### src/design/bben_pkg.sv
`timescale 1ns / 1ps
`default_nettype none
// ----------------------------------------------------------------------------
// bben_pkg
// shared constants, types and states of the edge normalized box blur
// ----------------------------------------------------------------------------
package bben_pkg;

    localparam int MAX_WIDTH  = 1024;
    localparam int MAX_HEIGHT = 1024;
    localparam int MAX_RADIUS = 7;
    localparam int LINE_DEPTH = (2 * MAX_RADIUS + 1) * MAX_WIDTH + 2 * MAX_RADIUS + 1;
    localparam int ADDR_W     = $clog2(LINE_DEPTH);
    localparam int DIM_W      = 11;
    localparam int RAD_W      = 3;
    localparam int CNT_W      = 21;
    localparam int PIX_W      = 8;
    localparam int SUM_W      = 16;
    localparam int DIV_STAGES = 8;

    localparam logic [1:0] REG_WIDTH  = 2'd0;
    localparam logic [1:0] REG_HEIGHT = 2'd1;
    localparam logic [1:0] REG_RADIUS = 2'd2;

    localparam logic CMD_PIXEL = 1'b0;
    localparam logic CMD_DRAIN = 1'b1;

    typedef enum logic [2:0] {
        S_IDLE,
        S_START,
        S_SETUP,
        S_READ,
        S_TAIL,
        S_WAIT
    } t_state;

    typedef struct packed {
        logic             vld;
        logic             last;
        logic [PIX_W-1:0] rem;
        logic [PIX_W-1:0] dq;
        logic [PIX_W-1:0] dvs;
    } t_div;

endpackage
`default_nettype wire

### src/design/bben_div_cell.sv
`timescale 1ns / 1ps
`default_nettype none
// ----------------------------------------------------------------------------
// bben_div_cell
// one restoring division step, registered, handed to the next cell
// ----------------------------------------------------------------------------
module bben_div_cell (
    input  wire                i_clk,
    input  wire                i_rst_n,
    input  bben_pkg::t_div     i_d,
    output bben_pkg::t_div     o_d
);

    logic [bben_pkg::PIX_W:0]   w_trial;
    logic                       w_ge;
    logic [bben_pkg::PIX_W:0]   w_diff;
    bben_pkg::t_div             n_d;
    bben_pkg::t_div             r_d;

    always_comb begin
        w_trial = {i_d.rem, i_d.dq[bben_pkg::PIX_W-1]};
        w_ge    = w_trial >= {1'b0, i_d.dvs};
        w_diff  = w_trial - {1'b0, i_d.dvs};
        n_d      = i_d;
        n_d.rem  = w_ge ? w_diff[bben_pkg::PIX_W-1:0] : w_trial[bben_pkg::PIX_W-1:0];
        n_d.dq   = {i_d.dq[bben_pkg::PIX_W-2:0], w_ge};
    end

    always_ff @(posedge i_clk) begin
        if (!i_rst_n) begin
            r_d.vld <= 1'b0;
        end else begin
            r_d.vld <= n_d.vld;
        end
        r_d.last <= n_d.last;
        r_d.rem  <= n_d.rem;
        r_d.dq   <= n_d.dq;
        r_d.dvs  <= n_d.dvs;
    end

    assign o_d = r_d;

endmodule
`default_nettype wire

### src/design/bben_divider.sv
`timescale 1ns / 1ps
`default_nettype none
// ----------------------------------------------------------------------------
// bben_divider
// row of division cells, window sum over pixel count, one quotient bit per cell
// ----------------------------------------------------------------------------
module bben_divider (
    input  wire                i_clk,
    input  wire                i_rst_n,
    input  bben_pkg::t_div     i_d,
    output bben_pkg::t_div     o_d
);

    bben_pkg::t_div w_link [bben_pkg::DIV_STAGES+1];

    assign w_link[0] = i_d;

    for (genvar g = 0; g < bben_pkg::DIV_STAGES; g++) begin : g_cell
        bben_div_cell u_cell (
            .i_clk   (i_clk),
            .i_rst_n (i_rst_n),
            .i_d     (w_link[g]),
            .o_d     (w_link[g+1])
        );
    end

    assign o_d = w_link[bben_pkg::DIV_STAGES];

endmodule
`default_nettype wire

### config.mk
export PLATFORM = sky130hd
export DESIGN_NAME = bben_divider
export DESIGN_NICKNAME = d
export VERILOG_FILES = /design/src/design/bben_pkg.sv /design/src/design/bben_div_cell.sv /design/src/design/bben_divider.sv
export SDC_FILE = /design/constraint.sdc
export NUM_CORES = 1
export LEC_CHECK = 0
export BUFFER_PORTS_ARGS = -buffer_cell sky130_fd_sc_hd__buf_2
export CORE_MARGIN = 1
export CORE_UTILIZATION = 45
export DETAILED_ROUTE_END_ITERATION = 6
export PLACE_DENSITY = 0.62
export SETUP_SLACK_MARGIN = 0.5
export SLEW_MARGIN = 25
export SYNTH_ARGS = -nofsm -noshare
export SYNTH_HDL_FRONTEND = slang
export SYNTH_SLANG_ARGS = --single-unit
### constraint.sdc
create_clock -name i_clk -period 2 [get_ports i_clk]
set_input_delay 0.1 -clock i_clk [delete_from_list [all_inputs] [get_ports i_clk]]
set_output_delay 0.1 -clock i_clk [all_outputs]
set_load 0.03 [all_outputs]
* Word level (Yosys, flattened, before mapping)
Index checks and enable logic that the tools add are counted.
** Word-level totals
- Register bits :: 208
- Output and inout bits :: 26
- Logic and storage cells :: 64
** Operators by class
- Mux-type cells :: 8
- Add/sub/neg operators :: 8
- $lt $le $gt $ge :: 8
** Operators by type and width (count)
- 9-bit by 8-bit >= comparator with 1-bit output :: 8
- 8-bit 2-to-1 mux :: 8
- 8-bit subtractor :: 8

* Logic depth before layout (Yosys ltp)
Gate-level depths: netlist (run 1).
- Depth in word-level cells :: 2
- Mapped depth :: 8

* Modules after synthesis
Synthesis (run 1) repeated with hierarchy kept, for this count alone.
** Unflattened totals
- Cells, all modules :: 764
- Area total of the unflattened synthesis :: 8395.6 µm²
** Modules (own cells, without submodules)
- bben_div_cell at g_cell[1].u_cell ... :: seq. area each 520.5 µm², cells each 96, area an instance 1047.3 µm², instances 6
- bben_div_cell at g_cell[0].u_cell :: seq. area each 520.5 µm², cells each 93, area an instance 1066.0 µm², instances 1
- bben_div_cell at g_cell[4].u_cell :: seq. area each 520.5 µm², cells each 95, area an instance 1046.0 µm², instances 1

* Worst setup path before layout (run 1)
No wires, ideal clock.
- Path kind :: register to register
- Start point :: reg g_cell[2].u_cell.r_d, in the netlist g_cell[2].u_cell.o_d[3]
- End point :: reg g_cell[3].u_cell.r_d, in the netlist g_cell[3].u_cell.o_d[18]
- Stages on the path, launching flop included :: 8
- Slack :: -0.011 ns
- Library setup time :: 0.121 ns
- Path buffers :: 0
- Arrival time :: 1.890 ns
- Cells stage by stage :: dfxtp_1 > inv_1 > ha_1 > a21o_1 > a21oi_2 > a311oi_2 > nor4_4 > mux2_2
** RTL lines
- start: declaration :: RTL line bben_div_cell.sv:18 : bben_pkg::t_div r_d;
- end: declaration :: RTL line bben_div_cell.sv:18

==> results of run 1 <==
-- worst max path at each step --
stage	start	to	slack, ns
2_1_floorplan	g_cell[2].u_cell.o_d[15]	g_cell[3].u_cell.o_d[22]	0.05
3_3_place_gp	g_cell[1].u_cell.o_d[15]	g_cell[2].u_cell.o_d[18]	0.0005
3_5_place_dp	g_cell[2].u_cell.o_d[15]	g_cell[3].u_cell.o_d[22]	-0.04
4_1_cts	g_cell[2].u_cell.o_d[15]	g_cell[3].u_cell.o_d[22]	0.06
5_1_grt	g_cell[3].u_cell.o_d[15]	g_cell[4].u_cell.o_d[22]	-0.01
6_report	g_cell[3].u_cell.o_d[15]	g_cell[4].u_cell.o_d[22]	0.06
-- metrics by stage --
step | cell area (sq um) | power, mW | hold WS [ns]
after global routing | 12000 | 20.7 | 0.0330
after detailed placement | 9410 | 12.7 | 0.204
after floorplan | 8660 | 11.0 | 0.128
final | 12000 | 19.5 | 0.0154
after global placement | 9410 | 12.5 | 0.203
after CTS | 11500 | 18.6 | 0.00233
-- power by group through the flow --
stage          Clock, mW  Combinational [mW]  Sequential, mW
2_1_floorplan          0                5.10            5.94
6_report            4.19                9.54            5.82
5_1_grt             4.47                10.3            5.93
3_3_place_gp           0                6.70            5.78
3_5_place_dp           0                6.87            5.79
4_1_cts             4.29                8.49            5.81
-- layout by cell type (no fill, tap or decap), types with 8 or more instances in the layout --
cell type and instances:
dfxtp_1 150, inv_1 63, and2_1 8, nor3_1 11
mux2_4 40, clkbuf_16 22, xnor2_1 21, nor2_1 36
nand2b_1 12, o21a_1 9, a21oi_1 15, buf_4 90
ha_4 47, fa_2 8, nor2b_1 11, o21ai_0 19
mux2i_1 15, dlygate4sd3_1 28, ha_1 8, nand2_1 9
o211ai_1 15, a21oi_4 13, buf_6 19, ha_2 9
a21oi_2 14, buf_2 53, dfxtp_2 56, inv_2 25
a31oi_1 9
-- kinds of logic (layout without fill, tap and decap cells) --
family                   after synthesis  after routing
flip-flops                           208            208
AND/OR/NAND/NOR                      148            148
AO/OA/AOI/OAI                        142            142
buffers and inverters                 97            317
adder cells (fa/ha/maj)               72             72
multiplexers                          62             62
XOR/XNOR                              24             24
-- Yosys cell counts (all sizes together), types with 8 or more instances --
library cell / n / area share, %
nand2b: 18 / 1.4
nand3: 14 / 0.86
nand2: 15 / 0.69
fa: 8 / 2.0
dfxtp: 208 / 51
ha: 64 / 9.8
mux2: 46 / 6.3
mux2i: 16 / 2.0
nor2: 36 / 1.7
a21oi: 42 / 2.6
o21ai: 28 / 1.8
nor2b: 19 / 1.5
o21a: 9 / 0.83
o211ai: 15 / 1.4
and2: 8 / 0.61
a31oi: 11 / 0.84
nor3: 13 / 0.80
xnor2: 21 / 2.3
inv: 88 / 4.0
-- worst min-delay path: cells and delay by family --
family                     cells  cell delay, ns
adders and majority gates      1            0.20
buffers and inverters          1            0.11
muxes                          1            0.06
-- per-layer routing --
layer	share of wire, %	vias to the layer above	wire, um
met5	0	-	0
met4	2.3	0	402
met3	3.2	33	562
met2	53	106	9140
met1	42	2869	7200
li1	-	3024	-
-- final cells by class --
class                      count  area (sq um)
fill                        1269          5590
multi-input combinational    448          4900
sequential                   208          4240
timing repair buffer         190          1440
clock buffer                  30           621
inverter                      88           330
tap                          225           282
clock inverter                 9           145
-- repair_timing --
item,CTS,global route
resized for setup,175,70
hold buffers,27,3
setup buffers,48,22
endpoints found under the setup margin,62,72
hold endpoints to repair,32,3
pin swaps,60,29
==> results.py, run 1 <==
metrics = {
    "run_status": {
        "status": "completed",
    },
    "yosys": {
        "synth_flop_cell": "dfxtp_1",
        "syn-cell-area_sq_um": 8170,
        "ys_ff_latch": 208,
        "syn_nets": 853,
        "synth_xor_area_share_pct": 2.57,
        "ys_types": 53,
        "ys_warn_count": 0,
        "synth_compound_area_share_pct": 11.7,
        "synthArstFlopShare_pct": 0,
        "synth_edf_count": 0,
        "synth_top_family_by_area": "adder cells",
        "synth_area_per_cell_sq_um": 10.8,
        "synthCells": 753,
        "synthMuxAreaShare_pct": 8.31,
        "seq_area_frac_synth_pct": 51.0,
        "yosys.area_share.adder_pct": 11.8,
        "synth-simple-area-share_pct": 9.82,
    },
    "worst_setup_path": {
        "end_kind": "flip-flop",
        "timing.rr.start": "g_cell[3].u_cell.o_d[15]",
        "r2r_end": "g_cell[4].u_cell.o_d[22]",
        "max_stage_delay_ns": 0.35,
        "crit_slowest_cell": "fa_2",
        "crit_cells": 8,
        "cp.buffers_inverters": 1,
        "path_cells": "inv_2, ha_4, fa_2, nor2b_2, o31a_1, nor4_2, a311o_1, mux2_4",
        "crit_required_ns": 2.39,
        "critPathMaxFanout": 3,
        "worstRegToRegCells": 8,
        "start_kind": "flip-flop",
        "cp_data_arrival_time_ns": 2.33,
        "critPathTopFamily": "adder cells",
        "worst-setup-path-type": "flip-flop to flip-flop",
        "r2r_slack_ns": 0.06,
    },
    "floorplanning": {
        "die_h_um": 137,
        "coreArea_sq_um": 17500,
        "dieArea_sq_um": 18700,
        "ios": 54,
        "die_x_um": 137,
        "row_count": 48,
        "start_util_pct": 46.6,
    },
    "clocking": {
        "clk_latency_ns": 0.50,
        "cts_tree": "built",
        "clockBufferDepth": 3,
        "clk_pin_slew_ns": 0.06,
        "htree_levels": 1,
        "cts_root_buf": "clkbuf_16",
        "cts_inserted_buffers": 22,
        "numClockSinks": 208,
    },
    "timing": {
        "max_slew.worst_pin.slew_ns": 0.428,
        "setup_ws_ns": 0.0570,
        "min_period_ns": 1.94,
        "slew_headroom_pct": 71.1,
        "setup_tns_ns": 0,
        "maxSlewViolCount": 0,
        "rsz0062_at_grt": "true",
        "hold_violations": 0,
        "setup_viol": 0,
        "clock_skew_ns": 0.00827,
        "max_freq_ghz": 0.515,
        "fin_crit_sh_pct": 97.2,
    },
    "cells_and_area": {
        "largest_reg_flops": 208,
        "fin_util_pct": 68.2,
        "final_layout_size_suffix_gt1_share_pct": 48.8,
        "diodes": 0,
        "syn2layout_area_growth_pct": 46.4,
        "fin_cells": 1198,
        "final_nets": 1058,
    },
    "grt": {
        "met3_usage_pct": 2.67,
        "grt_pass1_wl_um": 28200,
        "met1_usage_pct": 20.9,
        "antenna_found_initial": 0,
        "grt_max_degree": 15,
        "grt_pass1_vias": 6196,
        "track_usage_pct": 18.7,
        "grt.overflow.total": 0,
        "grt_use_met2_pct": 35.8,
        "busiest_layer": "met2",
    },
    "place": {
        "dpl.cell_count": 1061,
        "place_congestion": 0.871,
        "portBuffers": 53,
        "hpwl_um": 11500,
        "pre_cts_ws_ns": -0.0414,
    },
    "routing": {
        "totalWireLength_um": 17300,
        "via_per_inst": 5.04,
        "drt_iter0_markers": 194,
        "drtAntennaViolNets": 0,
        "wl_per_cell_um": 14.4,
        "first_pass_iters": 4,
        "vias": 6032,
        "route.detailed.drc": 0,
    },
    "power": {
        "combPwrFrac_pct": 48.8,
        "p_int_mw": 13.1,
        "p_sw_mw": 6.40,
        "p_sw_share_pct": 32.7,
        "ir_worst_vdd_v": 0.000908,
        "leakagePower_nw": 5.17,
        "seqPwrFrac_pct": 29.8,
        "p_per_area_nw_per_um2": 1640,
        "clkPwrFrac_pct": 21.4,
    },
    "min_path": {
        "min_path_type": "input pin to flip-flop",
        "min_to": "g_cell[0].u_cell.o_d[17]",
        "min_from": "i_d[1]",
        "hold_depth": 3,
    },
    "run": {
        "max_cap_violations": 0,
    },
}
Power figures use the tool's default switching activity.
==> run 2: changes to the inputs <==
Settings changed: CORE_UTILIZATION 45 to 50, PLACE_DENSITY 0.62 to 0.67.
==> results.py, run 2 (synthesis gave the netlist of run 1 again) <==
metrics = {
    "timing": {
        "setup_ws_ns": 0.0448,
        "fin_crit_sh_pct": 97.8,
        "clock_skew_ns": 0.0209,
        "max_freq_ghz": 0.511,
        "maxSlewViolCount": 0,
        "min_period_ns": 1.96,
        "max_slew.worst_pin.slew_ns": 0.369,
        "setup_viol": 0,
        "hold_violations": 0,
        "slew_headroom_pct": 75.1,
        "rsz0062_at_grt": "true",
    },
    "grt": {
        "grt.overflow.total": 0,
        "grt_pass1_vias": 6201,
        "antenna_found_initial": 0,
        "track_usage_pct": 21.2,
        "grt_pass1_wl_um": 28400,
        "grt_max_degree": 15,
    },
    "floorplanning": {
        "die_x_um": 130,
        "ios": 54,
        "row_count": 46,
        "dieArea_sq_um": 16800,
        "die_h_um": 130,
        "start_util_pct": 51.4,
        "coreArea_sq_um": 15900,
    },
    "worst_setup_path": {
        "timing.rr.start": "g_cell[2].u_cell.o_d[15]",
        "worst-setup-path-type": "flip-flop to flip-flop",
        "crit_required_ns": 2.38,
        "cp-startpoint": "g_cell[2].u_cell.o_d[15]",
        "cp_data_arrival_time_ns": 2.34,
        "critPathMaxFanout": 2,
        "start_kind": "flip-flop",
        "end_kind": "flip-flop",
    },
    "cells_and_area": {
        "final_cell_mix": "151 x dfxtp_1, 73 x buf_4, 59 x inv_1, 57 x dfxtp_2, 53 x buf_2",
        "diodes": 0,
        "largest_reg_flops": 208,
        "final_layout_size_suffix_gt1_share_pct": 46.9,
        "fin_cells": 1170,
        "mostFrequentLayoutCell": "dfxtp_1",
        "fill_cells": 1080,
        "syn2layout_area_growth_pct": 43.1,
        "final_nets": 1039,
    },
    "place": {
        "place_congestion": 0.882,
        "dpl.cell_count": 1061,
        "pre_cts_ws_ns": -0.0884,
        "hpwl_um": 12100,
        "portBuffers": 53,
    },
    "routing": {
        "via_per_inst": 5.18,
        "wl_per_cell_um": 15.4,
        "vias": 6063,
        "totalWireLength_um": 18000,
        "drt_iter0_markers": 208,
        "first_pass_iters": 4,
        "drtAntennaViolNets": 0,
        "route.detailed.drc": 0,
    },
    "clocking": {
        "clockBufferDepth": 3,
        "numClockSinks": 208,
        "cts_root_buf": "clkbuf_16",
        "cts_inserted_buffers": 22,
        "clk_pin_slew_ns": 0.06,
        "clk_latency_ns": 0.51,
        "htree_levels": 1,
        "cts_tree": "built",
    },
    "run_status": {
        "status": "completed",
    },
    "power": {
        "ir_worst_vdd_v": 0.000833,
        "p_per_area_nw_per_um2": 1650,
        "leakagePower_nw": 5.08,
    },
    "run": {
        "max_cap_violations": 0,
    },
    "min_path": {
        "min_path_type": "input pin to flip-flop",
        "min_from": "i_d[15]",
    },
}
==> run 2: worst max-delay path, cell delays in order (launching register included) <==
cell	delay, ns
dfxtp_2	0.32
inv_2	0.07
ha_4	0.13
fa_2	0.24
nor2b_4	0.06
o31a_1	0.26
buf_4	0.14
a311o_1	0.34
mux2_4	0.27
==> run 2: report_power, final <==
part	internal [mW]	total [mW]	leakage [nW]	switching, mW
clock	2.45	4.11	0.360	1.66
sequential	5.22	5.85	1.75	0.633
combinational	5.13	9.31	2.97	4.19
total	12.8	19.3	5.08	6.48
==> run 2: area by class of cell <==
cell class	count	area, sq um	area share, %
Timing Repair Buffer	171	1310	11.2
Multi-Input combinational cell	448	4790	40.9
Sequential cell	208	4240	36.2
Clock buffer	28	613	5.25
Inverter	88	338	2.89
Clock inverter	11	134	1.15
Tap cell	216	270	2.31
==> run 2: per-layer routing <==
layer	track usage (%)	vias up	share of wire, %
li1	-	3000	-
met1	22.8	2880	40
met2	39.9	138	53
met3	3.57	45	3.4
met4	10.6	0	3.0
met5	0	-	0
==> run 2: per-stage QoR <==
| stage | area (sq um) | total power, mW | util, % | setup TNS, ns | hold WS [ns] |
|---|---|---|---|---|---|
| finish | 11700 | 19.3 | 73.6 | 0 | 0.00106 |
| detailed placement | 9480 | 12.9 | 59.7 | -0.365 | 0.204 |
| floorplan | 8660 | 11.0 | - | 0 | 0.128 |
| CTS | 11400 | 18.6 | 71.9 | 0 | 0.00152 |
| global route | 11700 | 20.3 | 73.6 | -0.00820 | 0.0352 |
| global placement | 9480 | 12.7 | 59.7 | -0.0507 | 0.203 |
==> run 2: final timing paths <==
path	slack, ns	cells after the start	to
max	0.04	8	g_cell[3].u_cell.o_d[22]
min	0.001	4	g_cell[0].u_cell.o_d[16]
max reg2reg	0.04	8	g_cell[3].u_cell.o_d[22]
min reg2reg	0.32	0	g_cell[5].u_cell.o_d[9]
==> run 2: what timing repair did <==
action	4_1_cts	5_1_grt
pin swaps	67	25
buffers inserted	35	7
endpoints found under the hold margin	32	3
hold buffers	27	3
gates resized for setup	175	53
setup endpoints to repair	63	72
==> run 3: changes to the inputs <==
Settings changed: CORE_UTILIZATION 50 to 54, HOLD_SLACK_MARGIN set to 0.12, PLACE_DENSITY 0.67 to 0.72.
==> results.py, run 3 (synthesis gave the netlist of run 1 again) <==
metrics = {
    "run_status": {
        "status": "finished with violations",
        "violations": "DRC",
    },
    "routing": {
        "first_pass_iters": 6,
        "totalWireLength_um": 18900,
        "drtAntennaViolNets": 0,
        "via_per_inst": 5.39,
        "route.detailed.drc": 2,
        "vias": 6197,
        "wl_per_cell_um": 16.5,
        "drt_iter0_markers": 194,
    },
    "power": {
        "p_sw_mw": 6.35,
        "p_sw_share_pct": 33.5,
        "leakagePower_nw": 5.07,
        "seqPwrFrac_pct": 30.9,
        "combPwrFrac_pct": 48.3,
        "clkPwrFrac_pct": 20.8,
        "p_per_area_nw_per_um2": 1620,
        "ir_worst_vdd_v": 0.000875,
        "p_int_mw": 12.6,
    },
    "floorplanning": {
        "dieArea_sq_um": 15600,
        "ios": 54,
        "start_util_pct": 55.8,
        "die_x_um": 125,
        "row_count": 44,
        "coreArea_sq_um": 14600,
        "die_h_um": 125,
    },
    "timing": {
        "hold_violations": 0,
        "min_period_ns": 1.93,
        "max_freq_ghz": 0.519,
        "max_slew.worst_pin.slew_ns": 0.395,
        "slew_headroom_pct": 73.7,
        "fin_crit_sh_pct": 96.3,
        "setup_ws_ns": 0.0732,
        "rsz0062_at_grt": "true",
        "maxSlewViolCount": 0,
        "hold_ws_ns": 0.149,
        "setup_viol": 0,
        "clock_skew_ns": 0.0102,
    },
    "cells_and_area": {
        "final_layout_size_suffix_gt1_share_pct": 46.3,
        "final_nets": 1050,
        "final_cell_mix": "159 x dfxtp_1, 86 x buf_4, 66 x inv_1, 53 x buf_2",
        "mostFrequentLayoutCell": "dfxtp_1",
        "diodes": 0,
        "largest_reg_flops": 208,
        "syn2layout_area_growth_pct": 43.5,
    },
    "clocking": {
        "htree_levels": 1,
        "cts_inserted_buffers": 21,
        "numClockSinks": 208,
        "clockBufferDepth": 3,
        "cts_tree": "built",
        "clk_latency_ns": 0.49,
        "cts_root_buf": "clkbuf_16",
        "clk_pin_slew_ns": 0.06,
    },
    "run": {
        "max_cap_violations": 0,
    },
    "min_path": {
        "min_path_type": "input pin to flip-flop",
        "hold_depth": 4,
    },
    "worst_setup_path": {
        "worstRegToRegCells": 8,
        "critPathMaxFanout": 2,
        "worst-setup-path-type": "flip-flop to flip-flop",
        "crit_required_ns": 2.38,
        "cp_data_arrival_time_ns": 2.30,
        "start_kind": "flip-flop",
        "end_kind": "flip-flop",
    },
    "grt": {
        "met1_usage_pct": 26.0,
        "grt_pass1_vias": 6498,
        "met3_usage_pct": 3.47,
        "track_usage_pct": 23.7,
        "busiest_layer": "met2",
        "grt_use_met2_pct": 45.4,
        "grt.overflow.total": 0,
        "grt_max_degree": 15,
        "grt_pass1_wl_um": 30200,
        "antenna_found_initial": 0,
    },
    "place": {
        "pre_cts_ws_ns": -0.0796,
        "hpwl_um": 11600,
        "portBuffers": 53,
        "place_congestion": 0.863,
    },
}
## run 3: power groups by stage
stage                     clock network [mW]  registers [mW]  logic, mW
after global routing                    4.19            5.95       9.85
final                                   3.94            5.86       9.14
after detailed placement                   0            5.84       6.81
after floorplan                            0            5.94       5.10
after CTS                               4.02            5.85       8.46
after global placement                     0            5.82       6.60
## run 3: through the flow
step           std cells  instance area (sq um)  power, mW  util [%]  setup TNS, ns
2_1_floorplan        753                   8660       11.0         -              0
3_3_place_gp        1022                   9380       12.4      64.0         -0.348
3_5_place_dp        1022                   9380       12.6      64.0         -0.528
4_1_cts             1135                  11400       18.3      78.1              0
5_1_grt             1149                  11700       20.0      80.0              0
6_report            1149                  11700       18.9      80.0              0
## run 3: final timing paths
check,from,endpoint,slack (ns)
worst max-delay path,g_cell[2].u_cell.o_d[15],g_cell[3].u_cell.o_d[22],0.07
worst min register to register,g_cell[4].u_cell.o_d[12],g_cell[5].u_cell.o_d[13],0.32
worst min-delay path,i_d[16],g_cell[0].u_cell.o_d[17],0.15
worst max register to register,g_cell[2].u_cell.o_d[15],g_cell[3].u_cell.o_d[22],0.07
## run 3: metal layers
layer | share of wire (%) | up-vias
met5 | 0 | -
met4 | 3.6 | 0
met3 | 3.4 | 54
met2 | 53 | 147
met1 | 40 | 2980
li1 | - | 3016
## run 3: layout make-up
| class | instances | area, sq um |
|---|---|---|
| clock inverters | 6 | 86.3 |
| well taps | 184 | 230 |
| clock buffers | 32 | 627 |
| multi-input cells | 449 | 4820 |
| repair buffers | 182 | 1390 |
| fillers | 804 | 2930 |
| flip-flops and latches | 208 | 4230 |
| inverters | 88 | 333 |
## run 3: worst max-delay path, cell delays in order, from the launching register on
cell and delay (ns):
dfxtp_2 0.32, inv_2 0.08, ha_4 0.14, fa_2 0.22, nor2b_2 0.05, o31a_1 0.29
buf_4 0.14, a311o_1 0.33, mux2_2 0.25
## run 3: what timing repair did
item | in CTS | in global routing
gates resized for setup | 168 | 37
setup endpoints to repair | 63 | 72
hold endpoints to repair | 32 | 9
pin swaps | 66 | 23
setup buffers | 48 | 12
cloned | 0 | 1
hold buffers | 27 | 4
